$ cat config.mk
export PLATFORM = sky130hd
export DESIGN_NAME = egc_cfg_regs
export DESIGN_NICKNAME = d
export VERILOG_FILES = /design/src/design/egc_pkg.sv /design/src/design/egc_cfg_regs.sv
export SDC_FILE = /design/constraint.sdc
export NUM_CORES = 1
export LEC_CHECK = 0
export BUFFER_PORTS_ARGS = -buffer_cell sky130_fd_sc_hd__buf_2
export CAP_MARGIN = 25
export CORE_UTILIZATION = 30
export CTS_CLUSTER_DIAMETER = 200
export DETAILED_ROUTE_END_ITERATION = 6
export GPL_TIMING_DRIVEN = 1
export PLACE_DENSITY = 0.64
export SLEW_MARGIN = 20
export SYNTH_ARGS = -nofsm -noshare
export SYNTH_HDL_FRONTEND = slang
export SYNTH_SLANG_ARGS = --single-unit
$ cat constraint.sdc
create_clock -name clk -period 0.9 [get_ports clk]
set_input_delay 0.18 -clock clk [delete_from_list [all_inputs] [get_ports clk]]
set_output_delay 0.18 -clock clk [all_outputs]
set_load 0.01 [all_outputs]
$ cat src/design/egc_pkg.sv
// ----------------------------------------------------------------------------
// egc_pkg: shared types and constants of the EGA graphics controller
// Register indexes, mode codes and the configuration bundle.
// ----------------------------------------------------------------------------
package egc_pkg;

	localparam int ADDR_IN_W = 14;   // width of the CPU address field
	localparam int DATA_W    = 8;    // one plane byte
	localparam int PLANES    = 4;
	localparam int WORD_W    = DATA_W * PLANES;
	localparam int CFG_IDX_W = 3;
	localparam int CFG_DAT_W = 8;
	// Smallest plane depth is 1024, so a 14-bit address wraps at most 15 times.
	localparam int QUOT_W    = 4;

	localparam logic OP_READ  = 1'b0;
	localparam logic OP_WRITE = 1'b1;

	localparam int GM_READ_MODE_BIT = 3;
	localparam logic [DATA_W-1:0] READ_MODE1_DATA = 8'hFF;

	typedef enum logic [CFG_IDX_W-1:0] {
		REG_MAP_MASK         = 3'd0,
		REG_SET_RESET        = 3'd1,
		REG_ENABLE_SET_RESET = 3'd2,
		REG_DATA_ROTATE      = 3'd3,
		REG_READ_MAP_SELECT  = 3'd4,
		REG_GRAPHICS_MODE    = 3'd5,
		REG_BIT_MASK         = 3'd6
	} egc_reg_t;

	typedef enum logic [1:0] {
		WM_ROTATE = 2'd0,
		WM_LATCH  = 2'd1,
		WM_EXPAND = 2'd2,
		WM_NONE   = 2'd3
	} wmode_t;

	typedef enum logic [1:0] {
		ALU_COPY = 2'd0,
		ALU_AND  = 2'd1,
		ALU_OR   = 2'd2,
		ALU_XOR  = 2'd3
	} alu_t;

	typedef struct packed {
		logic [PLANES-1:0] map_mask;
		logic [PLANES-1:0] set_reset;
		logic [PLANES-1:0] enable_set_reset;
		logic [4:0]        data_rotate;
		logic [1:0]        read_map_select;
		logic [7:0]        graphics_mode;
		logic [DATA_W-1:0] bit_mask;
	} egc_cfg_t;

	typedef struct packed {
		logic [WORD_W-1:0] wdata;
		logic [PLANES-1:0] byte_en;
	} egc_wr_t;

endpackage

$ cat src/design/egc_cfg_regs.sv
// ----------------------------------------------------------------------------
// egc_cfg_regs: graphics controller register file
// Write-only registers loaded from the plain configuration port.
// ----------------------------------------------------------------------------
module egc_cfg_regs
	import egc_pkg::*;
(
	input  logic                 clk,
	input  logic                 arst_n,
	input  logic                 cfg_we,
	input  logic [CFG_IDX_W-1:0] cfg_index,
	input  logic [CFG_DAT_W-1:0] cfg_wdata,
	output egc_cfg_t             cfg
);

	egc_cfg_t cfg_q;

	always_ff @(posedge clk or negedge arst_n) begin
		if (!arst_n) begin
			cfg_q.map_mask         <= '1;
			cfg_q.set_reset        <= '0;
			cfg_q.enable_set_reset <= '0;
			cfg_q.data_rotate      <= '0;
			cfg_q.read_map_select  <= '0;
			cfg_q.graphics_mode    <= '0;
			cfg_q.bit_mask         <= '0;
		end else if (cfg_we) begin
			unique case (egc_reg_t'(cfg_index))
				REG_MAP_MASK:         cfg_q.map_mask         <= cfg_wdata[PLANES-1:0];
				REG_SET_RESET:        cfg_q.set_reset        <= cfg_wdata[PLANES-1:0];
				REG_ENABLE_SET_RESET: cfg_q.enable_set_reset <= cfg_wdata[PLANES-1:0];
				REG_DATA_ROTATE:      cfg_q.data_rotate      <= cfg_wdata[4:0];
				REG_READ_MAP_SELECT:  cfg_q.read_map_select  <= cfg_wdata[1:0];
				REG_GRAPHICS_MODE:    cfg_q.graphics_mode    <= cfg_wdata;
				REG_BIT_MASK:         cfg_q.bit_mask         <= cfg_wdata;
				default: ;  // drop writes past the last register
			endcase
		end
	end

	assign cfg = cfg_q;

endmodule

; Yosys cells after proc, flatten, opt, wreduce, memory -nomap -nowiden
; Index checks and enable logic that the tools add are counted.
[word_totals]
reg_bits = 35
latch_bits = 0
ramBits = 0
mem_bits_ro = 0
input_bits = 14
output_inout_bits = 35
elab_cells = 21
n_memories = 0
[classes]
add_sub_neg = 0
mul = 0
n_div = 0
order_cmp = 0
eq_ne = 6
n_shift = 0
mux = 0
n_bitwise = 0
reduce_logical = 8
[op_table]
columns = op, n
row1 = $reduce_and 2->1, 7
row2 = $eq 3x3->1 const B, 3
row3 = $eq 3x2->1 const B, 2
row4 = $eq 3x1->1 const B, 1
row5 = $logic_not 3->1, 1

; Depth between registers and ports, before layout
; Gate-level depths: netlist of the first run.
[depth]
word_depth = 2
depth_mapped = 3
depth_no_buf = 2

; Worst setup path after synthesis of the first run
; Ideal clock, no wire load.
[synth_timing]
path_kind = input-to-reg
start = input cfg_index[2]
end = register cfg_q, in the netlist cfg[23]
setup_time_ps = 125
arrival_ps = 1007
required_time_ps = 775
path_slack_ps = -232
cell_stages = 3
n_path_buf = 1
cell_sequence = buf_2 -> and4bb_1 -> mux2_2
[synth_between]
elab_chain_len = 2
[synth_lines]
columns = element, line_no
row1 = "start, declared", egc_cfg_regs.sv:11  ; input logic [CFG_IDX_W-1:0] cfg_index,
row2 = $eq 3x2->1, egc_cfg_regs.sv:28  ; unique case (egc_reg_t'(cfg_index))
row3 = $reduce_and 2->1 (no line), -
row4 = "end, declared", egc_cfg_regs.sv:16  ; egc_cfg_t cfg_q;
; Every way passes these cells.
; A chain may end at the register's enable or synchronous reset.

; Worst setup path after layout of the first run
[layout_timing]
start = register cfg_q, in the netlist cfg[31]
end = output cfg[31] (netlist name)
[layout_rtl]
columns = element, line_no
row1 = "end, declared", egc_cfg_regs.sv:13  ; output egc_cfg_t cfg
; No word-level cell between the ends.

==> results of run 1 <==
-- worst max path at each step --
| stage | to | slack (ps) | cells after the start |
|---|---|---|---|
| finish | cfg[31] | -210 | 1 |
| global route | cfg[33] | -240 | 1 |
| CTS | cfg[33] | -220 | 1 |
| detailed placement | cfg[31] | -380 | 3 |
| global placement | cfg[31] | -370 | 3 |
| floorplan | cfg[23] | -180 | 3 |
-- routing by layer --
metal  routed length, um  GRT usage, %
met5                   0             0
met4                  44          5.33
met3                 192          4.94
met2                1330          20.5
met1                1470          20.1
-- per-stage QoR --
step,instances,power (W),setup slack (ps),util [%],setup TNS (ps)
2_1_floorplan,78,0.00270,-178,-,-3030
3_3_place_gp,181,0.00318,-370,39.7,-9740
3_5_place_dp,181,0.00322,-380,39.7,-10450
4_1_cts,197,0.00448,-220,44.3,-3660
5_1_grt,197,0.00476,-245,45.3,-4680
6_report,197,0.00448,-208,45.3,-3250
-- power groups by stage --
stage	Clock, W	Sequential [W]	Combinational, W
global route	0.00119	0.00220	0.00137
CTS	0.00111	0.00214	0.00123
floorplan	0	0.00231	0.000389
detailed placement	0	0.00215	0.00107
finish	0.00107	0.00214	0.00127
global placement	0	0.00214	0.00104
-- cell usage after synthesis, drive strengths merged --
library cell	instances	area share [%]
buf	1	0.36
dfrtp	31	56
nor4b	1	1.7
mux2	35	29
dfstp	4	7.6
nand4b	3	2.8
and4bb	3	2.7
-- final cells by class --
cell class	count	area, um^2
well taps	52	65.1
repair buffers	60	402
clock buffers	7	76.3
flip-flops and latches	35	881
clock inverters	1	5.00
fillers	383	2400
multi-input cells	42	557
-- cells in the final DEF, fill, tap and decap left out, drive strengths merged --
| cell | synthesis | final |
|---|---|---|
| buf | 1 | 58 |
| dlygate4sd3 | 0 | 1 |
| and4bb | 3 | 3 |
| nor4b | 1 | 1 |
| clkinv | 0 | 1 |
| clkbuf | 0 | 8 |
| nand4b | 3 | 3 |
| mux2 | 35 | 35 |
| dfstp | 4 | 4 |
| dfrtp | 31 | 31 |
-- cells by family after synthesis --
logic type,Yosys count
mux,35
flops,35
simple gates,7
buf+inv,1
-- what timing repair did --
action | in CTS | in global routing
setup buffers | 7 | 0
hold buffers | 1 | 0
pin swaps | 1 | 1
resized for setup | 10 | 13
setup endpoints to repair | 55 | 45
hold endpoints to repair | 8 | 0
==> metrics, run 1 <==
outcome finished with violations; failing checks setup timing; Buf/Inv on CP 1; Bufs on Longest Clock Path 2; GRT Total Usage between 10% and 20%; CTS tree yes; R2R setup slack roughly 10 ps; worst path cell trace buf_6; die footprint between 4000 and 5000 um^2; Routability Congestion ~0.72; Worst Path Required between 700 and 800 ps; worst hold slack about 150 ps; # rows 24; number of synthesized register bits 35; Die Ht around 70 um; drt drc 0; RSZ-0062 raised after global routing true; Worst Hold End cfg[14]; Area growth, synth to finish 43.9%; maximum VDD drop between 0.0008 and 0.0009 V; Clock Sinks 35; detailed-route via count 919; Setup CP Type reg -> out; Synth Area in Compound Gates 0%; Hold Crit Start cfg_wdata[6]; fin nets roughly 160; vias per cell 4.66; initial drt markers 32; cell count after synthesis 78; Post-DP HPWL 2130 um; Worst Path Max Fanout 2; post-route ant nets 0; switching part of the total power 27.5%; clock latency on the worst-skew pair around 280 ps; clock root cell clkbuf_8; Worst setup EP type output port; sequential share of power 47.8%; CP top delay family flip-flops; slew of the pin with the lowest slew margin about 220 ps; final worst slack -208 ps; Critical Path Source cfg[31]; crit share post-route 123%; synthesized area per cell 17.7 um^2; vias in the first global route around 960; global-route wire length before repair 5280 um; initial antenna violation count 0; Starting Density about a third; min Tclk post-route about 1100 ps; post-synthesis sequential area ratio between 60% and 70%; Hold Path Stages 2; post-synthesis mux area share 28.6%; yosys warns 0; max reg flops 35; LEAKAGE just under 1 nW; Fmax approximately 900 MHz; htree depth 2; antenna fix cells 0; Synth Net Count 92; Power Internal 0.00325 W; Distinct cells, synth 10; skew final 0 ps; startpoint class of the critical path flip-flop; Power Dens Cells 2260 nW/um^2; # setup viols final 35; min-delay worst type in -> reg; Mapped Area around 1400 um^2; Final Max Tran Viols 0; Worst R2R Start cfg[9]; design area just under 2000 um^2; Slew headroom 85.4%; PortBufs 48; slowest CP cell dfstp_2; CORE AREA 4380 um^2; drt pass-1 iters 2; share of cells above drive strength 1 roughly 75%; post-synthesis simple-gate area fraction 7.25%; largest net degree at the start of global routing 15; worst reg-to-reg path cell count 2; io pins a little under 50; XOR/XNOR Fraction of Synth Area 0%; R2R Path End cfg[9]; Die W 69.8 um; power share of the combinational group 28.4%; total CTS buffers 5; clock slew at reported path FFs about 70 ps; Placed Area 1740 um^2; Remaining Overflow, GRT 0; largest family of logic cells by synthesized area multiplexers; overall routed net length between 3000 and 4000 um; clock share of power around a quarter; Max Cap Violations 0; slowest stage delay, CP about 550 ps; drt wl/cell 15.4 um; worst path arrival time between 900 and 1000 ps; post-synthesis adder-cell area fraction 0%; NetSw roughly 0.0012 W; Final Hold Viols 0
Power figures use the tool's default switching activity.
==> inputs of run 2 (changes only) <==
--- a/config.mk
+++ b/config.mk
@@ -7,6 +7,7 @@
 export LEC_CHECK = 0
 export BUFFER_PORTS_ARGS = -buffer_cell sky130_fd_sc_hd__buf_2
 export CAP_MARGIN = 25
+export CORE_ASPECT_RATIO = 0.75
 export CORE_UTILIZATION = 30
 export CTS_CLUSTER_DIAMETER = 200
 export DETAILED_ROUTE_END_ITERATION = 6
==> constraint.sdc (replaced) <==
create_clock -name clk -period 1.05 [get_ports clk]
set_input_delay 0.21 -clock clk [delete_from_list [all_inputs] [get_ports clk]]
set_output_delay 0.21 -clock clk [all_outputs]
set_load 0.01 [all_outputs]
==> run 2 against run 1 <==
Effect of this change:
- clock power is 35% higher
- worst hold slack gained 14 ps
- critical path depth is the same
- sequential power decreased by 14%
- the run still ends with setup timing left
- critical endpoint is now cfg[34]
- largest cell class unchanged
- setup slack better by 97 ps
- global-route usage about the same
- sequential share of layout area is 0.72 points lower
==> metrics, run 2 (synthesis gave the netlist of run 1 again) <==
outcome finished with violations; failing checks setup timing; skew final 0 ps; fin nets 164; initial drt markers 17; R2R setup slack 150 ps; Hold Crit Start cfg_wdata[5]; global-route wire length before repair roughly 4800 um; RSZ-0062 raised after global routing true; slew of the pin with the lowest slew margin between 300 and 400 ps; vias in the first global route 924; vias per cell 4.61; LEAKAGE around 0.97 nW; clock root cell clkbuf_8; drt wl/cell roughly 15 um; worst path arrival time 950 ps; htree depth 2; Worst R2R Start cfg[30]; worst reg-to-reg path cell count 2; # rows 20; detailed-route via count 950; Remaining Overflow, GRT 0; Die W 80.3 um; PortBufs 48; Starting Density between 30% and 40%; Routability Congestion 0.699; Area growth, synth to finish 46.2%; die footprint 4880 um^2; drt drc 0; # setup viols final 4; worst path cell trace buf_6; clock latency on the worst-skew pair just under 300 ps; CORE AREA ~4200 um^2; GRT Total Usage 14.4%; fill count roughly 380; min Tclk post-route approximately 1200 ps; CP top delay family flip-flops; largest net degree at the start of global routing 24; most common cell after layout, fill and taps aside buf_2; Finished Layout Cells roughly 210; Hold Path Stages 2; Power Dens Cells around 2100 nW/um^2; max reg flops 35; Placed Cells 188; slowest CP cell dfstp_2; clock slew at reported path FFs 80 ps; startpoint class of the critical path flip-flop; min-delay worst type in -> reg; Worst Path Max Fanout 2; CTS tree yes; post-route ant nets 0; Slew headroom 78.2%; R2R Path End cfg[30]; final worst slack -112 ps; Fmax around 860 MHz; overall routed net length between 3000 and 4000 um; Final Max Tran Viols 0; maximum VDD drop between 0.0008 and 0.0009 V; initial antenna violation count 0; drt pass-1 iters 4; Max Cap Violations 0; antenna fix cells 0; slowest stage delay, CP between 500 and 600 ps; Die Ht 60.7 um; Worst setup EP type output port; most frequent cells in the layout buf_2, dfrtp_1, mux2_2, buf_4, mux2_4; setup TNS -405 ps; share of cells above drive strength 1 around 77%; Multi-input gate area 517 um^2; crit share post-route 111%; Worst Path Required 840 ps; Bufs on Longest Clock Path 2; Clock Sinks 35; area occupied by registers approximately 900 um^2; Setup CP Type reg -> out; total CTS buffers 5; Worst Hold End cfg[5]; Buf/Inv on CP 1; Final Hold Viols 0; io pins 49; Post-DP HPWL 2230 um; worst hold slack ~170 ps
-- run 2: final cells by class --
class,count,share of cell area (%)
clock buffer,5,3.41
multi-input combinational,42,25.6
timing repair buffer,66,20.6
clock inverter,3,3.35
sequential,35,43.6
tap,55,3.41
-- run 2: repair_timing --
item | in CTS | in global routing
buffers inserted | 3 | 6
setup endpoints to repair | 6 | 32
hold endpoints to repair | 8 | 0
hold buffers | 1 | 0
cloned | 0 | 0
resized for setup | 4 | 0
-- run 2: how the worst max path moves through the flow --
| stage | startpoint | end | slack [ps] | cells after the start |
|---|---|---|---|---|
| 6_report | cfg[34] | cfg[34] | -110 | 1 |
| 3_3_place_gp | cfg_index[2] | cfg[29] | -160 | 3 |
| 2_1_floorplan | cfg_index[2] | cfg[23] | -60 | 3 |
| 3_5_place_dp | cfg_index[1] | cfg[28] | -190 | 3 |
| 5_1_grt | cfg[34] | cfg[34] | -140 | 1 |
| 4_1_cts | cfg[34] | cfg[34] | -120 | 1 |
-- run 2: metal layers --
metal / part of all wire, % / GRT usage (%) / wire, um / vias to the layer above
li1: - / - / - / 432
met2: 48 / 21.5 / 1450 / 28
met3: 5.1 / 6.32 / 154 / 5
met5: 0 / 0 / 0 / -
met1: 45 / 17.8 / 1370 / 485
met4: 1.9 / 7.65 / 58 / 0
-- run 2: where the power goes --
part | switching, W | internal (W) | total (W)
clock network | 0.000498 | 0.000947 | 0.00144
logic | 0.000435 | 0.000618 | 0.00105
registers | 0.000155 | 0.00167 | 0.00183
total | 0.00109 | 0.00324 | 0.00432
-- run 2: per-stage QoR --
| stage | cell area [um^2] | power, W | setup WS, ps | utilization, % |
|---|---|---|---|---|
| final | 2020 | 0.00432 | -112 | 47.7 |
| after global routing | 2020 | 0.00456 | -143 | 47.7 |
| after CTS | 1970 | 0.00431 | -124 | 46.7 |
| after detailed placement | 1780 | 0.00277 | -187 | 42.1 |
| after global placement | 1780 | 0.00273 | -164 | 42.1 |
| after floorplan | 1410 | 0.00230 | -57.9 | - |
==> inputs of run 3 (changes only) <==
--- a/config.mk
+++ b/config.mk
@@ -10,9 +10,11 @@
 export CORE_ASPECT_RATIO = 0.75
 export CORE_UTILIZATION = 30
 export CTS_CLUSTER_DIAMETER = 200
+export CTS_CLUSTER_SIZE = 10
 export DETAILED_ROUTE_END_ITERATION = 6
 export GPL_TIMING_DRIVEN = 1
 export PLACE_DENSITY = 0.64
+export RECOVER_POWER = 100
 export SLEW_MARGIN = 20
 export SYNTH_ARGS = -nofsm -noshare
 export SYNTH_HDL_FRONTEND = slang
==> run 3 against run 2 <==
Effect of this change:
- the flow still finishes with violations (setup timing)
- utilization shrank 1.3 points
- sequential power hardly changed
- non-clock buffer count did not move
- wire length shrank 0.86%
- critical path depth stayed put
- largest power group unchanged
- die area stayed put
- final area decreased by 2.8%
- global-route usage unchanged
==> metrics, run 3 (synthesis gave the netlist of run 1 again) <==
crit share post-route 111%; fill count just under 400; total CTS buffers 5; vias in the first global route a little over 900; clock root cell clkbuf_8; # setup viols final 4; worst hold slack 166 ps; clock slew at reported path FFs around 70 ps; Worst Path Required 840 ps; Post-DP HPWL ~2200 um; io pins 49; clock latency on the worst-skew pair just under 300 ps; share of cells above drive strength 1 between 70% and 80%; max reg flops 35; maximum VDD drop ~0.00088 V; slowest CP cell dfstp_2; fin nets approximately 160; overall routed net length 3000 um; outcome finished with violations; drt pass-1 iters 4; initial antenna violation count 0; Starting Density around a third; Routability Congestion approximately 0.70; Hold Path Stages 2; drt wl/cell between 10 and 15 um; detailed-route via count 942; Multi-input gate area 490 um^2; Worst R2R Start cfg[25]; design area 1960 um^2; # rows 20; skew final 0 ps; Crit. path cell count 1; Critical Path Source cfg[34]; min Tclk post-route about 1200 ps; worst path arrival time ~950 ps; Area growth, synth to finish 42.2%; Max Cap Violations 0; Final Hold Viols 0; htree depth 2; setup TNS -412 ps; initial drt markers 19; min-delay worst type in -> reg; worst reg-to-reg path cell count 2; total power 0.00428 W; Power Dens Cells 2180 nW/um^2; area occupied by registers just under 900 um^2; LEAKAGE ~0.95 nW; drt drc 0; most common cell after layout, fill and taps aside buf_2; Die W between 80 and 90 um; Placed Area approximately 1800 um^2; largest net degree at the start of global routing 24; vias per cell between 4 and 5; Final Max Tran Viols 0; failing checks setup timing; GRT Total Usage roughly 14%; slew of the pin with the lowest slew margin ~350 ps; die footprint 4880 um^2; Worst setup EP type output port; Clock Sinks 35; Slew headroom around 77%; CP top delay family flip-flops; PortBufs between 40 and 50; Fmax 860 MHz; global-route wire length before repair about 4800 um; final worst slack -113 ps; Bufs on Longest Clock Path 2; Worst Path Max Fanout 2; most frequent cells in the layout buf_2, dfrtp_1, mux2_2, buf_4; Hold Crit Start cfg_wdata[5]; Setup CP Type reg -> out; slowest stage delay, CP between 500 and 600 ps; RSZ-0062 raised after global routing true; startpoint class of the critical path flip-flop; CTS tree yes; CORE AREA 4230 um^2; worst path cell trace buf_6; post-route ant nets 0; antenna fix cells 0; Remaining Overflow, GRT 0; Buf/Inv on CP 1; Die Ht approximately 61 um
run 3: changes by cell type in the layout (fill, tap and decap cells not counted), sizes merged:
cell	previous run	this run
buf	65	56
clkbuf	5	14
run 3: metrics by stage:
stage	setup slack [ps]	util, %	instances
floorplan	-57.9	-	78
global placement	-164	42.1	188
detailed placement	-187	42.1	188
CTS	-124	46.7	200
global route	-143	46.4	206
finish	-113	46.4	206
run 3: worst register-to-register path: cells and delay by family, from the launching register on:
kind	cells	cell delay, ps
flops	1	390
mux	1	280
buf+inv	1	140
run 3: metal layers:
layer | track usage (%) | part of all wire [%]
met4 | 7.65 | 2.3
met3 | 6.32 | 5.4
met1 | 17.8 | 44
met5 | 0 | 0
met2 | 21.5 | 48
run 3: where the power goes:
| part | switching (W) | total [W] | internal [W] |
|---|---|---|---|
| logic | 0.000429 | 0.00102 | 0.000587 |
| registers | 0.000155 | 0.00183 | 0.00167 |
| clock network | 0.000493 | 0.00144 | 0.000947 |
| total | 0.00108 | 0.00428 | 0.00320 |
run 3: final cells by class:
class | count | area share, %
Multi-Input combinational cell | 42 | 25.0
Clock buffer | 5 | 3.51
Sequential cell | 35 | 44.9
Timing Repair Buffer | 66 | 19.6
Clock inverter | 3 | 3.44
Tap cell | 55 | 3.51
run 3: timing repair:
| item | in CTS | in global routing |
|---|---|---|
| gates resized for setup | 4 | 0 |
| endpoints found under the setup margin | 6 | 32 |
| endpoints found under the hold margin | 8 | 0 |
| pin swaps | 0 | 0 |
| hold buffers | 1 | 0 |
| buffers inserted | 3 | 6 |
run 3: final timing paths:
path / slack, ps / end
worst min-delay path: 170 / cfg[5]
max in group asynchronous: 190 / cfg[8]
worst max-delay path: -110 / cfg[34]
min in group asynchronous: 350 / cfg[24]
worst max register to register: 130 / cfg[25]
worst min register to register: 510 / cfg[22]
