[src/design/egc_pkg.sv]
// ----------------------------------------------------------------------------
// egc_pkg: shared types and constants of the EGA graphics controller
// Register indexes, mode codes and the configuration bundle.
// ----------------------------------------------------------------------------
package egc_pkg;

	localparam int ADDR_IN_W = 14;   // width of the CPU address field
	localparam int DATA_W    = 8;    // one plane byte
	localparam int PLANES    = 4;
	localparam int WORD_W    = DATA_W * PLANES;
	localparam int CFG_IDX_W = 3;
	localparam int CFG_DAT_W = 8;
	// Smallest plane depth is 1024, so a 14-bit address wraps at most 15 times.
	localparam int QUOT_W    = 4;

	localparam logic OP_READ  = 1'b0;
	localparam logic OP_WRITE = 1'b1;

	localparam int GM_READ_MODE_BIT = 3;
	localparam logic [DATA_W-1:0] READ_MODE1_DATA = 8'hFF;

	typedef enum logic [CFG_IDX_W-1:0] {
		REG_MAP_MASK         = 3'd0,
		REG_SET_RESET        = 3'd1,
		REG_ENABLE_SET_RESET = 3'd2,
		REG_DATA_ROTATE      = 3'd3,
		REG_READ_MAP_SELECT  = 3'd4,
		REG_GRAPHICS_MODE    = 3'd5,
		REG_BIT_MASK         = 3'd6
	} egc_reg_t;

	typedef enum logic [1:0] {
		WM_ROTATE = 2'd0,
		WM_LATCH  = 2'd1,
		WM_EXPAND = 2'd2,
		WM_NONE   = 2'd3
	} wmode_t;

	typedef enum logic [1:0] {
		ALU_COPY = 2'd0,
		ALU_AND  = 2'd1,
		ALU_OR   = 2'd2,
		ALU_XOR  = 2'd3
	} alu_t;

	typedef struct packed {
		logic [PLANES-1:0] map_mask;
		logic [PLANES-1:0] set_reset;
		logic [PLANES-1:0] enable_set_reset;
		logic [4:0]        data_rotate;
		logic [1:0]        read_map_select;
		logic [7:0]        graphics_mode;
		logic [DATA_W-1:0] bit_mask;
	} egc_cfg_t;

	typedef struct packed {
		logic [WORD_W-1:0] wdata;
		logic [PLANES-1:0] byte_en;
	} egc_wr_t;

endpackage

[src/design/egc_write_unit.sv]
// ----------------------------------------------------------------------------
// egc_write_unit: per-plane write data path
// Rotate, set/reset, expand, ALU against the latch and bit-mask merge.
// ----------------------------------------------------------------------------
module egc_write_unit
	import egc_pkg::*;
(
	input  egc_cfg_t          cfg,
	input  logic [DATA_W-1:0] data,
	input  logic [WORD_W-1:0] latch,
	output egc_wr_t           wr
);

	wmode_t              wmode;
	alu_t                alu_fn;
	logic [2*DATA_W-1:0] doubled;
	logic [DATA_W-1:0]   rot;
	logic [DATA_W-1:0]   lat   [PLANES];
	logic [DATA_W-1:0]   src   [PLANES];
	logic [DATA_W-1:0]   alu_r [PLANES];
	logic [DATA_W-1:0]   nb    [PLANES];

	always_comb begin
		wmode   = wmode_t'(cfg.graphics_mode[1:0]);
		alu_fn  = alu_t'(cfg.data_rotate[4:3]);
		doubled = {data, data};
		rot     = DATA_W'(doubled >> cfg.data_rotate[2:0]);
		for (int p = 0; p < PLANES; p++) begin
			lat[p] = latch[p*DATA_W +: DATA_W];
			unique case (wmode)
				WM_ROTATE: src[p] = cfg.enable_set_reset[p] ?
					{DATA_W{cfg.set_reset[p]}} : rot;
				WM_EXPAND: src[p] = {DATA_W{data[p]}};
				default:   src[p] = rot;
			endcase
			unique case (alu_fn)
				ALU_COPY: alu_r[p] = src[p];
				ALU_AND:  alu_r[p] = src[p] & lat[p];
				ALU_OR:   alu_r[p] = src[p] | lat[p];
				ALU_XOR:  alu_r[p] = src[p] ^ lat[p];
				default:  alu_r[p] = src[p];
			endcase
			if (wmode == WM_LATCH) begin
				nb[p] = lat[p];
			end else begin
				nb[p] = (alu_r[p] & cfg.bit_mask) | (lat[p] & ~cfg.bit_mask);
			end
			wr.wdata[p*DATA_W +: DATA_W] = nb[p];
			wr.byte_en[p] = cfg.map_mask[p] && (wmode != WM_NONE);
		end
	end

endmodule

[config.mk]
export PLATFORM = sky130hd
export DESIGN_NAME = egc_write_unit
export DESIGN_NICKNAME = d
export VERILOG_FILES = /design/src/design/egc_pkg.sv /design/src/design/egc_write_unit.sv
export SDC_FILE = /design/constraint.sdc
export NUM_CORES = 1
export LEC_CHECK = 0
export BUFFER_PORTS_ARGS = -buffer_cell sky130_fd_sc_hd__clkbuf_2
export CORE_AREA = 10 10 82 84
export DETAILED_ROUTE_END_ITERATION = 7
export DIE_AREA = 0 0 92 94
export MAX_ROUTING_LAYER = met4
export PLACE_DENSITY = 0.86
export SLEW_MARGIN = 20
export SYNTH_ARGS = -nofsm -noshare
export SYNTH_HDL_FRONTEND = slang
export SYNTH_SLANG_ARGS = --single-unit
export TNS_END_PERCENT = 100
[constraint.sdc]
create_clock -name vclk -period 5.6
set_input_delay 0.84 -clock vclk [all_inputs]
set_output_delay 0.84 -clock vclk [all_outputs]
set_load 0.1 [all_outputs]
Word-level counts from Yosys, hierarchy flattened
Index checks and enable logic that the tools add are counted.
{"block": "op_classes", "n_addsub": 0, "n_mul": 0, "div": 0, "magnitude_cmp": 0, "n_eq_ne": 6, "shifts": 1, "n_mux": 16, "bitwise": 25, "n_reduce_logical": 6}
{"op": "one-hot mux 8 bit (4 select lines)", "n": 4}
{"op": "AND 8 bit", "n": 12}
{"op": "2-to-1 mux 8 bit", "n": 8}
{"op": "bitwise OR 8 bit", "n": 8}
{"op": "one-hot mux 8 bit (2 select lines)", "n": 4}
{"op": "bitwise XOR 8 bit", "n": 4}
{"op": "right shift 16 x 3 -> 8 bit", "n": 1}
{"op": "inverter 8 bit", "n": 1}
{"op": "== test 2 bit, second input constant", "n": 3}
{"op": "== test 2 x 1 -> 1 bit, second input constant", "n": 2}
{"op": "logical AND 1 bit", "n": 4}
{"op": "zero test 2 bit", "n": 2}
{"op": "!= test 2 bit, second input constant", "n": 1}
{"block": "word_totals", "reg_bits": 0, "latch_bits": 0, "ramBits": 0, "romBits": 0, "in_bits": 75, "output_inout_bits": 36, "word_cells": 54, "mem_count": 0}

Depth between registers and ports, before layout
Gate-level depths: netlist (run 1).
{"block": "depth", "word_depth": 8, "mapped_depth": 11, "depth_no_buf": 10}

Worst setup path after synthesis (run 1)
OpenSTA, ideal clock, no wires.
{"block": "synth_path", "kind": "input to output", "start": "in cfg[20] (netlist name)", "end": "out wr[15] (netlist name)", "t_arrival_ps": 4011, "required_ps": 4760, "setup_slack_ps": 749, "cell_stages": 11, "n_path_buf": 1, "path_cell_list": "buf_4 -> or2_2 -> o22ai_1 -> nor2_1 -> o21ai_0 -> nand3_1 -> ha_1 -> mux2_2 -> a21oi_1 -> o21a_1 -> a31oi_1"}
{"item": "from (decl)", "line": "egc_write_unit.sv:8", "text": "input egc_cfg_t cfg,"}
{"item": "to (decl)", "line": "egc_write_unit.sv:11", "text": "output egc_wr_t wr"}

==> results of run 1 <==
## power breakdown
group | internal (W) | switching [W]
logic | 0.000165 | 0.000457
registers | 0 | 0
clock network | 0 | 0
total | 0.000165 | 0.000457
## final timing paths
path	start	end	slack (ns)	cells after the start
worst max-delay path	cfg[8]	wr[18]	1.02	11
worst min-delay path	cfg[31]	wr[0]	2.24	3
## final cells by class
cell class | instances | area (um^2)
multi-input cells | 358 | 2580
inverters | 13 | 48.8
well taps | 70 | 87.6
fillers | 473 | 1810
repair buffers | 107 | 546
## kinds of logic (layout without fill, tap and decap cells)
group	Yosys count	count (layout)	share of synthesized area, %
compound gates	154	154	35.6
fa+ha+maj	32	32	14.5
buf+inv	38	120	6.73
mux	45	45	20.7
simple gates	127	127	22.5
## per-layer routing
metal	share of wire [%]	GRT usage, %	vias up
met2	45	35.8	216
met5	0	-	-
met1	43	26.1	1635
met3	9.4	3.36	29
met4	2.4	5.78	0
li1	-	-	1692
## tightest hold or removal path: cells and delay by family
kind | cells | cell delay [ns]
buffers and inverters | 2 | 0.43
AND/OR/NAND/NOR | 1 | 0.12
## through the flow
stage          area (um^2)  setup slack, ns  power, W  hold WS (ns)
3_3_place_gp          3270             1.16  0.000601          2.24
3_5_place_dp          3270             1.09  0.000617          2.24
5_1_grt               3270            0.770  0.000665          2.26
2_1_floorplan         2770            0.749  0.000498          2.13
4_1_cts               3270             1.09  0.000619          2.24
6_report              3270             1.02  0.000622          2.24
## cells in the final DEF, fill, tap and decap left out, types with 5 or more instances in the layout
master / count
a21boi_0: 8
a21oi_1: 52
a31oi_1: 12
and2_1: 9
clkbuf_2: 103
ha_1: 32
inv_1: 12
mux2_2: 16
mux2_4: 8
mux2i_1: 16
mux4_2: 5
nand2_1: 19
nand2b_1: 11
nand3_1: 43
nand3b_1: 5
nor2_1: 32
o211ai_1: 8
o21a_1: 16
o21ai_0: 12
o21ai_1: 19
o221a_1: 12
o22ai_1: 6
==> flow_metrics.py, run 1 <==
metrics = {
    "cells_and_area": {
        "syn_to_final_growth_pct": 17.9,
        "nFlopsAndLatches": 0,
        "final_cell_count_no_fill": 548,
        "nClkBuffers": 0,
        "layout-drive-gt1-share_pct": 29.5,
        "post-route-util_pct": 64.3,
        "nNetsFinal": 587,
        "diodes": 0,
        "ff_latch_area_um2": 0,
    },
    "synthesis": {
        "yosysSeqAreaShare_pct": 0,
        "netlist_top_cells_count": "52 x a21oi_1, 43 x nand3_1, 32 x ha_1, 32 x nor2_1",
        "synth_top_area_share_pct": 14.5,
        "synth_cell_types": 37,
        "syn_inst": 396,
        "syn_avg_cell_area_um2": 7.00,
        "netlist_area_um2": 2770,
        "synth_nets": 503,
        "synth_top_area_cell": "ha_1",
        "yosysWarnings": 0,
        "synth.most_common_cell": "a21oi_1",
        "synthTopCellsByArea": "ha_1 14%, a21oi_1 9.4%, nand3_1 7.8%",
    },
    "sta": {
        "min_period_over_period_pct": 81.8,
        "worst_pin_slew_ns": 0.943,
        "rsz0062_at_grt": "no",
        "hold_viol": 0,
        "setup_viol": 0,
        "max_clock_freq_ghz": 0.218,
        "slew_violations": 0,
        "fin_tns_setup_ns": 0,
        "finalCriticalPeriod_ns": 4.58,
        "slew-limit-headroom_pct": 37.1,
    },
    "setup_path": {
        "critPathKind": "in -> out",
        "cp_data_required_time_ns": 4.76,
        "path_cells": "clkbuf_2 > or2_2 > a21oi_1 > o21ai_0 > nand3_1 > ha_1 > mux2_2 > o211ai_1 > a21boi_0 > a31oi_1 > clkbuf_2",
        "crit_buf_inv": 2,
        "worst_path_max_delay_cell": "a21oi_1",
        "crit_fanout": 12,
        "start_kind": "input pin",
        "cp_common_cell": "clkbuf_2",
        "crit_path_end_kind": "output port",
        "critical_path.top_delay_family": "compound AO/OA/AOI/OAI gates",
        "crit_arrival_ns": 3.74,
        "max_stage_delay_ns": 0.53,
    },
    "detailed_routing": {
        "firstDrtPassIters": 5,
        "drc_errors": 0,
        "routed_wl_um": 9520,
        "wl_per_cell_um": 17.4,
        "antenna_left": 0,
        "drt_iter0_drc": 359,
        "post_drt_via_cell_ratio": 6.52,
        "vias": 3572,
    },
    "global_route": {
        "grt_pass1_vias": 3553,
        "grt.total_usage_pct": 21.4,
        "grt_max_degree": 54,
        "antenna_found_initial": 0,
        "grt_pass1_wl_um": 15900,
        "grt_overflow": 0,
    },
    "placement": {
        "dp_cells": 548,
        "place_congestion": 0.941,
        "port_buffers": 103,
        "dp_hpwl_um": 7540,
    },
    "floorplan": {
        "core_area_um2": 5070,
        "die_area_um2": 8650,
        "rows": 26,
        "io_pins": 111,
        "die_h_um": 94,
        "start_util_pct": 54.6,
        "die_w_um": 92,
    },
    "status": {
        "outcome": "completed",
    },
    "clock_tree": {
        "cts_resized": 0,
        "holdBufCountCts": 0,
        "postCtsSetupBuffers": 0,
    },
    "pwr": {
        "leakage_nw": 1.61,
        "p_per_area_nw_per_um2": 191,
        "worst_ir_drop_vdd_mv": 0.121,
    },
    "worst_hold_path": {
        "hp-class": "in -> out",
    },
    "flow_run": {
        "drv_cap": 0,
    },
}
No activity file was read; power rests on OpenSTA's default activity.
==> inputs of run 2 (changes only) <==
- CORE_AREA: 10 10 82 84 -> 10 10 84 86
- DIE_AREA: 0 0 92 94 -> 0 0 94 96
- PLACE_DENSITY: 0.86 -> 0.82
- clock period: 5.6 -> 4.46 ns (I/O delays scaled with it)
==> run 2 against run 1 <==
Sequential cell count is the same. Final area grew 2.6%. Worst hold slack lost 0.34 ns. Core utilization shrank 2.4 points. Power grew 27%. Largest cell class unchanged. Largest power group unchanged.
==> flow_metrics.py, run 2 (synthesis results as in run 1) <==
metrics = {
    "floorplan": {
        "die_h_um": 96,
        "start_util_pct": 51.3,
        "die_area_um2": 9020,
        "core_area_um2": 5410,
        "rows": 27,
        "io_pins": 111,
        "die_w_um": 94,
    },
    "detailed_routing": {
        "drc_errors": 0,
        "vias": 3556,
        "antenna_left": 0,
        "drt_iter0_drc": 347,
        "firstDrtPassIters": 5,
        "routed_wl_um": 9750,
        "post_drt_via_cell_ratio": 6.40,
        "wl_per_cell_um": 17.5,
    },
    "sta": {
        "worst_pin_slew_ns": 0.562,
        "finalCriticalPeriod_ns": 4.21,
        "fin_tns_setup_ns": 0,
        "slew-limit-headroom_pct": 62.3,
        "max_clock_freq_ghz": 0.238,
        "hold_viol": 0,
        "setup_viol": 0,
        "rsz0062_at_grt": "no",
        "slew_violations": 0,
        "worst_slack_ns": 0.253,
        "min_period_over_period_pct": 94.3,
    },
    "cells_and_area": {
        "syn_to_final_growth_pct": 21.0,
        "post-route-util_pct": 62.0,
        "nClkBuffers": 0,
        "fill_cells": 491,
        "layout_common_cells": "103 x clkbuf_2, 52 x a21oi_1, 43 x nand3_1",
        "multi_input_area_um2": 2620,
        "mostFrequentLayoutCell": "clkbuf_2",
        "nFlopsAndLatches": 0,
        "diodes": 0,
        "layout-drive-gt1-share_pct": 31.6,
        "fin_area_um2": 3350,
        "nNetsFinal": 593,
        "ff_latch_area_um2": 0,
    },
    "clock_tree": {
        "holdBufCountCts": 0,
        "postCtsSetupBuffers": 0,
        "cts_resized": 0,
    },
    "pwr": {
        "worst_ir_drop_vdd_mv": 0.151,
        "leakage_nw": 1.64,
        "combPwrFrac_pct": 100.0,
        "swShare_pct": 73.1,
        "p_seq_share_pct": 0,
        "total_power_w": 0.000793,
        "p_per_area_nw_per_um2": 237,
        "internal-power_w": 0.000213,
        "netSwitchingPower_w": 0.000580,
        "pwr-share-clk_pct": 0,
    },
    "setup_path": {
        "cp_data_required_time_ns": 3.79,
        "start_kind": "input pin",
        "crit_fanout": 8,
        "startpoint": "cfg[18]",
        "critPathKind": "in -> out",
        "crit_arrival_ns": 3.54,
        "crit_end": "wr[35]",
        "crit_path_end_kind": "output port",
    },
    "placement": {
        "pre_cts_ws_ns": 0.270,
        "dp_hpwl_um": 7760,
        "place_congestion": 0.878,
        "placed_area_um2": 3350,
        "port_buffers": 103,
    },
    "worst_hold_path": {
        "hp-class": "in -> out",
    },
    "global_route": {
        "grt_pass1_vias": 3446,
        "grt_max_degree": 54,
        "antenna_found_initial": 0,
        "grt.total_usage_pct": 21.0,
        "grt_overflow": 0,
        "grt_pass1_wl_um": 15900,
    },
    "flow_run": {
        "drv_cap": 0,
    },
    "status": {
        "outcome": "completed",
    },
}
## run 2: per-stage QoR
step	std cells	hold WS (ns)
floorplan	396	1.76
global placement	556	1.90
detailed placement	556	1.90
CTS	556	1.90
global route	556	1.91
finish	556	1.90
## run 2: how the worst min path moves through the flow
stage | startpoint | endpoint | slack [ns] | depth (start not counted)
finish | cfg[31] | wr[0] | 1.90 | 3
global route | cfg[31] | wr[0] | 1.91 | 3
CTS | cfg[31] | wr[0] | 1.90 | 3
detailed placement | cfg[31] | wr[0] | 1.90 | 3
global placement | cfg[32] | wr[1] | 1.90 | 3
floorplan | latch[6] | wr[10] | 1.76 | 2
## run 2: cell type report
class              count  area share (%)
repair buffers       113            17.6
multi-input cells    358            78.2
inverters             13            1.46
well taps             72            2.69
## run 2: per-layer routing
metal / up-vias / routed length [um] / GRT usage [%]
li1: 1699 / - / -
met1: 1646 / 4120 / 25.7
met2: 192 / 4680 / 35.8
met3: 19 / 798 / 2.10
met4: 0 / 150 / 6.20
met5: - / 0 / -
## run 2: critical path: stages
cell	delay, ns
clkbuf_2	0.25
mux2_4	0.36
mux4_2	0.54
o21ai_2	0.15
nand3_2	0.12
ha_1	0.32
mux2i_1	0.20
nand2b_1	0.09
a22o_1	0.23
o221a_1	0.24
clkbuf_2	0.37
## run 2: power by group through the flow
stage / clock [W] / combinational (W) / sequential, W
2_1_floorplan: 0 / 0.000632 / 0
3_3_place_gp: 0 / 0.000764 / 0
3_5_place_dp: 0 / 0.000787 / 0
4_1_cts: 0 / 0.000789 / 0
5_1_grt: 0 / 0.000847 / 0
6_report: 0 / 0.000793 / 0
==> inputs of run 3 (changes only) <==
- CELL_PAD_IN_SITES_DETAIL_PLACEMENT: default -> 1
- CELL_PAD_IN_SITES_GLOBAL_PLACEMENT: default -> 1
- CORE_AREA: 10 10 84 86 -> 10 10 99 101
- DIE_AREA: 0 0 94 96 -> 0 0 109 111
- SLEW_MARGIN: 20 -> default
==> run 3 against run 2 <==
Final area up 1.7%. Clock-buffer cell count is the same. Via count down 0.93%. Largest power group unchanged. Sequential cell count unchanged. Power is 1.9% higher. Critical path depth is the same. Critical endpoint unchanged. Fmax is 0.48% higher. Die area up 34%.
==> flow_metrics.py, run 3 (synthesis results as in run 1) <==
metrics = {
    "cells_and_area": {
        "fin_area_um2": 3410,
        "layout-drive-gt1-share_pct": 31.9,
        "nNetsFinal": 595,
        "mostFrequentLayoutCell": "clkbuf_2",
        "post-route-util_pct": 42.8,
        "nClkBuffers": 0,
        "fill_cells": 1072,
        "nFlopsAndLatches": 0,
        "layout_common_cells": "103 x clkbuf_2, 52 x a21oi_1, 43 x nand3_1",
        "final_cell_count_no_fill": 591,
        "diodes": 0,
        "ff_latch_area_um2": 0,
        "syn_to_final_growth_pct": 23.0,
    },
    "setup_path": {
        "crit_fanout": 8,
        "crit_path_end_kind": "output port",
        "start_kind": "input pin",
        "max_stage_delay_ns": 0.55,
        "critPathKind": "in -> out",
        "cp_common_cell": "clkbuf_2",
        "path_cells": "clkbuf_2 > mux2_4 > mux4_2 > o21ai_2 > nand3_2 > ha_1 > mux2i_1 > nand2b_1 > a22o_1 > o221a_1 > clkbuf_2",
        "cp_data_required_time_ns": 3.79,
        "worst_path_max_delay_cell": "mux4_2",
        "crit_arrival_ns": 3.52,
    },
    "global_route": {
        "grt_max_degree": 54,
        "grt_pass1_vias": 3831,
        "grt_pass1_wl_um": 18900,
        "grt.total_usage_pct": 18.7,
        "grt_overflow": 0,
        "antenna_found_initial": 0,
    },
    "placement": {
        "dp_hpwl_um": 9260,
        "port_buffers": 103,
        "placed_area_um2": 3410,
        "dp_cells": 591,
        "place_congestion": 0.890,
    },
    "sta": {
        "hold_viol": 0,
        "max_clock_freq_ghz": 0.239,
        "worst_pin_slew_ns": 0.609,
        "slew_violations": 0,
        "rsz0062_at_grt": "no",
        "finalCriticalPeriod_ns": 4.19,
        "slew-limit-headroom_pct": 59.1,
        "setup_viol": 0,
        "min_period_over_period_pct": 93.9,
    },
    "pwr": {
        "leakage_nw": 1.65,
        "p_per_area_nw_per_um2": 237,
        "internal-power_w": 0.000215,
        "netSwitchingPower_w": 0.000593,
        "combPwrFrac_pct": 100.0,
        "worst_ir_drop_vdd_mv": 0.113,
        "swShare_pct": 73.4,
        "p_seq_share_pct": 0,
        "pwr-share-clk_pct": 0,
        "total_power_w": 0.000808,
    },
    "detailed_routing": {
        "wl_per_cell_um": 19.5,
        "post_drt_via_cell_ratio": 5.96,
        "routed_wl_um": 11500,
        "firstDrtPassIters": 5,
        "drc_errors": 0,
        "drt_iter0_drc": 225,
        "antenna_left": 0,
        "vias": 3523,
    },
    "clock_tree": {
        "cts_resized": 0,
        "postCtsSetupBuffers": 0,
        "holdBufCountCts": 0,
    },
    "floorplan": {
        "io_pins": 111,
        "die_area_um2": 12100,
        "die_h_um": 111,
        "rows": 33,
        "core_area_um2": 7970,
        "start_util_pct": 34.8,
        "die_w_um": 109,
    },
    "flow_run": {
        "drv_cap": 0,
    },
    "status": {
        "outcome": "completed",
    },
    "worst_hold_path": {
        "hp-class": "in -> out",
    },
}
[run 3: worst paths after layout]
| check | to | startpoint | slack (ns) | cells after the start |
|---|---|---|---|---|
| max | wr[35] | cfg[18] | 0.27 | 11 |
| min | wr[2] | cfg[33] | 1.90 | 3 |
[run 3: layout make-up]
type                            instances  area (um^2)  share of cell area, %
Inverter                               13         48.8                   1.43
Multi-Input combinational cell        358         2620                   76.9
Tap cell                              105          131                   3.86
Timing Repair Buffer                  115          606                   17.8
[run 3: metrics by stage]
step / hold WS (ns) / setup TNS [ns] / worst slack (ns)
2_1_floorplan: 1.76 / -0.0872 / -0.0488
3_3_place_gp: 1.91 / 0 / 0.389
3_5_place_dp: 1.91 / 0 / 0.280
4_1_cts: 1.91 / 0 / 0.280
5_1_grt: 1.92 / 0 / 0.0783
6_report: 1.90 / 0 / 0.273
[run 3: power by group through the flow]
stage	sequential, W	combinational (W)	clock (W)
3_5_place_dp	0	0.000805	0
4_1_cts	0	0.000808	0
3_3_place_gp	0	0.000773	0
2_1_floorplan	0	0.000632	0
6_report	0	0.000808	0
5_1_grt	0	0.000866	0
[run 3: metal layers]
layer	vias to the layer above	GRT usage, %	wire length [um]
met4	0	2.81	163
met3	15	1.51	752
met1	1672	23.8	5040
met5	-	-	0
li1	1699	-	-
met2	137	31.6	5570
[run 3: critical path: cells and delay by family]
kind            cells  cell delay (ns)
mux                 3             1.11
buf+inv             2             0.62
compound gates      3             0.62
fa+ha+maj           1             0.30
simple gates        2             0.18
